`config.mk`:
```
export PLATFORM = sky130hd
export DESIGN_NAME = crre_seg_mod
export DESIGN_NICKNAME = d
export VERILOG_FILES = /design/src/rtl/crre_pkg.sv /design/src/rtl/crre_seg_mod.sv
export SDC_FILE = /design/constraint.sdc
export NUM_CORES = 1
export LEC_CHECK = 0
export ABC_CLOCK_PERIOD_IN_PS = 10800
export BUFFER_PORTS_ARGS = -buffer_cell sky130_fd_sc_hd__buf_2
export CAP_MARGIN = 20
export CORE_AREA = 10 10 103 123
export DETAILED_ROUTE_END_ITERATION = 7
export DIE_AREA = 0 0 113 133
export PLACE_DENSITY = 0.78
export RECOVER_POWER = 50
export SLEW_MARGIN = 20
export SYNTH_ARGS = -nofsm -noshare
export SYNTH_HDL_FRONTEND = slang
export SYNTH_SLANG_ARGS = --single-unit
```
`constraint.sdc`:
```
create_clock -name clk -period 10.8 [get_ports clk]
set_clock_uncertainty 0.1 [all_clocks]
set_input_delay 2.16 -clock clk [delete_from_list [all_inputs] [get_ports clk]]
set_output_delay 2.16 -clock clk [all_outputs]
set_load 0.02 [all_outputs]
```
`src/rtl/crre_pkg.sv`:
```
// shared types and constants for the catmull-rom ring evaluator
package crre_pkg;

	localparam int COORD_W = 24;
	localparam int SEG_W   = 10;
	localparam int FRAC_W  = 16;

	// operation codes
	typedef enum logic [1:0] {
		OP_CLEAR  = 2'd0,
		OP_APPEND = 2'd1,
		OP_EVAL   = 2'd2
	} op_t;

	// status codes
	typedef enum logic [1:0] {
		ST_OK    = 2'd0,
		ST_FULL  = 2'd1,
		ST_EMPTY = 2'd2
	} status_t;

	typedef struct packed {
		logic        [1:0]         operation;
		logic signed [COORD_W-1:0] coord_x;
		logic signed [COORD_W-1:0] coord_y;
		logic signed [COORD_W-1:0] coord_z;
		logic        [SEG_W-1:0]   segment_index;
		logic        [FRAC_W-1:0]  param_frac;
	} cmd_word_t;

	typedef struct packed {
		logic signed [COORD_W-1:0] pos_x;
		logic signed [COORD_W-1:0] pos_y;
		logic signed [COORD_W-1:0] pos_z;
		logic        [1:0]         status;
	} result_word_t;

	typedef struct packed {
		logic signed [COORD_W-1:0] x;
		logic signed [COORD_W-1:0] y;
		logic signed [COORD_W-1:0] z;
	} point_t;

	// control that rides along with an item behind the memory read
	typedef struct packed {
		logic        valid;
		logic        eval_ok;
		logic [1:0]  status;
	} ctl_t;

endpackage

```
`src/rtl/crre_seg_mod.sv`:
```
// two-stage restoring reduction of the segment index modulo the point count
module crre_seg_mod #(
	parameter int CW = 7
) (
	input  logic                      clk,
	input  logic [crre_pkg::SEG_W-1:0] seg,
	input  logic [CW-1:0]             n,
	output logic [CW-1:0]             seg_mod,
	output logic [CW-1:0]             n_out
);

	localparam int RW   = crre_pkg::SEG_W + CW;
	localparam int HALF = crre_pkg::SEG_W / 2;

	logic [RW-1:0] r_s2, r_s3;
	logic [CW-1:0] n_s2, n_s3;
	logic [RW-1:0] hi_r, lo_r;

	// upper shift positions
	always_comb begin
		hi_r = RW'(seg);
		for (int k = crre_pkg::SEG_W - 1; k >= HALF; k--) begin
			if (hi_r >= (RW'(n) << k)) hi_r = hi_r - (RW'(n) << k);
		end
	end

	// lower shift positions
	always_comb begin
		lo_r = r_s2;
		for (int k = HALF - 1; k >= 0; k--) begin
			if (lo_r >= (RW'(n_s2) << k)) lo_r = lo_r - (RW'(n_s2) << k);
		end
	end

	always_ff @(posedge clk) begin
		r_s2 <= hi_r;
		n_s2 <= n;
		r_s3 <= lo_r;
		n_s3 <= n_s2;
	end

	assign seg_mod = r_s3[CW-1:0];
	assign n_out   = n_s3;

endmodule

```
==> results.tsv <==
stage	metric	value	unit
run_status	status	complete, no violations	
job	cap_violations	0	
setup_path	cp.arrival	10480	ps
routing	highest_layer	met4	
routing	wl_met1	6400	µm
clock_network	cts_made_buffers	5	
global_route	overflow	0	
setup_path	cp_max_fo	10	
sta	whs	250	ps
sta	tightest_slew	843	ps
setup_path	critical_path.max_stage_delay	420	ps
routing	ant_nets	0	
setup_path	critPathBufInv	4	
setup_path	crit_slowest_cell	or3_4	
finish	diodes	0	
logic_synthesis	synth-edff-count	0	
die	fp.coreArea	10300	µm²
die	die_w	113	µm
clock_network	cts_root_buf	clkbuf_16	
logic_synthesis	synth-seq-area-share	13.3	%
clock_network	cts_max_level	2	
setup_path	crit_cells	42	
logic_synthesis	synth_top_area_cell	ha_1	
logic_synthesis	avgSynthCellArea	7.78	µm²
finish	drive_above_1_share	26.5	%
finish	area_growth	25.2	%
global_route	grt_max_degree	14	
logic_synthesis	synth_seq_cells	38	
global_route	grt_pass1_wl	27500	µm
sta	max_slew_margin	43.6	%
routing	wl_met2	9640	µm
clock_network	cts_tree	built	
logic_synthesis	synthesis.nets	825	
sta	fin_crit	10410	ps
setup_path	crit_required	10870	ps
die	die-area	15000	µm²
setup_path	crit_family	simple AND/OR/NAND/NOR gates	
routing	viasPerCell	6.17	
finish	fillers	847	
clock_network	clockBufferDepth	2	
sta	fmax	0.0961	GHz
place	place_congestion	0.954	
place	port_buffers	31	
die	rows	41	
clock_network	cts_sinks	38	
sta	finalMaxSlewViolations	0	
logic_synthesis	synthTopCellsByArea	ha_1 (14%), dfxtp_1 (13%), a21oi_1 (5.3%)	
die	die_h	133	µm
setup_path	start_kind	input pin	
logic_synthesis	synthDistinctLibCells	83	
routing	first_iter_violations	368	
clock_network	worstSkewPairLatency	290	ps
global_route	track_usage	21.6	%
routing	routedWlPerCell	17.8	µm
logic_synthesis	async_reset_ff_share	0	%
logic_synthesis	yosysWarnings	0	
logic_synthesis	netlist_area	5710	µm²
logic_synthesis	yosys.area.top_type_share	14.3	%
global_route	grt_pass1_vias	5974	
setup_path	end_kind	flip-flop	
clock_network	clk_pin_slew	60	ps
sta	fin_crit_sh	96.4	%
place	hpwlAfterDp	14000	µm
die	pin_count	32	
routing	num_vias	6037	
worst_hold_path	min_path_type	flip-flop to flip-flop	
setup_path	cpMostUsedCell	a21oi_2	
global_route	antenna_found_initial	0	
setup_path	ff2ff_path_depth	47	
routing	wl_met3	531	µm
worst_hold_path	hold_depth	0	
sta	setup_viol	0	
sta	hold_viol	0	
die	initial_core_util	55.3	%
routing	drt_wl_total	17400	µm
setup_path	path_class	input pin to flip-flop	
logic_synthesis	synth_cells	733	
finish	nNetsFinal	940	
logic_synthesis	ys.flop_type	dfxtp_1	
routing	drcViolationCount	0	
routing	first_pass_iters	5	
placed cells by master (no fill, tap or decap), drive strengths merged, types with 4 or more instances in the layout:
master	instances
a211oi	10
a21boi	9
a21o	27
a21oi	62
a311oi	5
a31o	6
a31oi	5
and2	10
and3	10
buf	104
clkbuf	22
dfxtp	38
fa	9
ha	65
inv	58
mux2	24
mux2i	10
nand2	53
nand2b	14
nand3	18
nand4	9
nor2	53
nor2b	12
nor3	25
nor4	10
o2111ai	6
o211ai	5
o21a	4
o21ai	45
o21bai	7
o22ai	5
o31ai	6
or2	4
or2b	4
or3	7
xnor2	31
xor2	16
final cells by class:
cell class | count | area [µm²] | area share (%)
Timing Repair Buffer | 121 | 815 | 11.4
Clock buffer | 5 | 125 | 1.75
Multi-Input combinational cell | 624 | 5020 | 70.2
Sequential cell | 38 | 764 | 10.7
Tap cell | 129 | 161 | 2.26
Inverter | 58 | 218 | 3.05
Clock inverter | 3 | 45.0 | 0.630
registers in the layout, summed over array words and instances (netlist names):
name   cells
r_s2      17
r_s3       7
n_s2       7
n_out      7
stage by stage:
step                      utilization, %  setup WS [ps]  instance area [µm²]  std cells  TNS [ps]
after global routing                69.3          -63.2                 7140        978      -566
after CTS                           65.7           3.49                 6780        962         0
after detailed placement            63.9           -137                 6590        954     -2000
after floorplan                        -           8.99                 5810        733         0
final                               69.3            390                 7140        978         0
after global placement              63.9           24.6                 6590        954         0
logic make-up after synthesis:
logic type                 count (synthesis)  synth area share (%)
xor gates and xnor gates                  47                  7.21
DFF                                       38                  13.3
muxes                                     34                  6.71
and+or+nand+nor                          242                  22.6
adders and majority gates                 74                  17.4
AOI/OAI and AO/OA                        226                  27.3
buffers and inverters                     72                  5.44
cells in the mapped netlist, types with 3 or more instances:
library cell and instances:
a21oi_1 60, nor2_1 52, or2_2 3, clkbuf_1 3, a211o_1 3, o31ai_1 6, nand3_1 17, nor4_1 9
nand2b_1 14, xnor2_1 31, o211ai_1 5, inv_1 58, o22ai_1 5, a31o_2 6, nor3_1 24, xor2_1 16
nand2_1 53, nor2b_1 12, mux2i_1 9, buf_4 6, dfxtp_1 38, o21bai_1 7, a21boi_0 9, o21a_1 3
a311oi_1 5, or3_1 5, mux2_2 24, o21ai_0 43, and3_1 9, a31oi_1 4, and2_1 8, o2111ai_1 4
o221ai_1 3, ha_1 65, fa_1 9, nand4_1 9, or2b_1 3, a211oi_1 8, and4_1 3, a21o_1 27
final timing paths:
| kind | to | slack (ps) | startpoint |
|---|---|---|---|
| min | n_out[5] | 250 | n_s2[5] |
| max | r_s2[10] | 390 | seg[4] |
| min reg2reg | n_out[5] | 250 | n_s2[5] |
| max reg2reg | r_s3[6] | 440 | n_s2[1] |
metal layers:
metal	global-route usage, %	vias up
met2	42.5	147
met3	1.90	60
met5	0	-
met1	21.2	2900
li1	-	2930
met4	12.2	0
timing repair:
| item | 4_1_cts | 5_1_grt |
|---|---|---|
| resized for setup | 3 | 65 |
| pin swaps | 0 | 34 |
| gates cloned | 0 | 1 |
| buffers inserted | 0 | 15 |
| endpoints found under the setup margin | 7 | 19 |
| endpoints found under the hold margin | 0 | 0 |
| hold buffers | 0 | 0 |
Power is not shown: default switching activity piles up to over one toggle a cycle in this logic, so the estimate is an artifact.
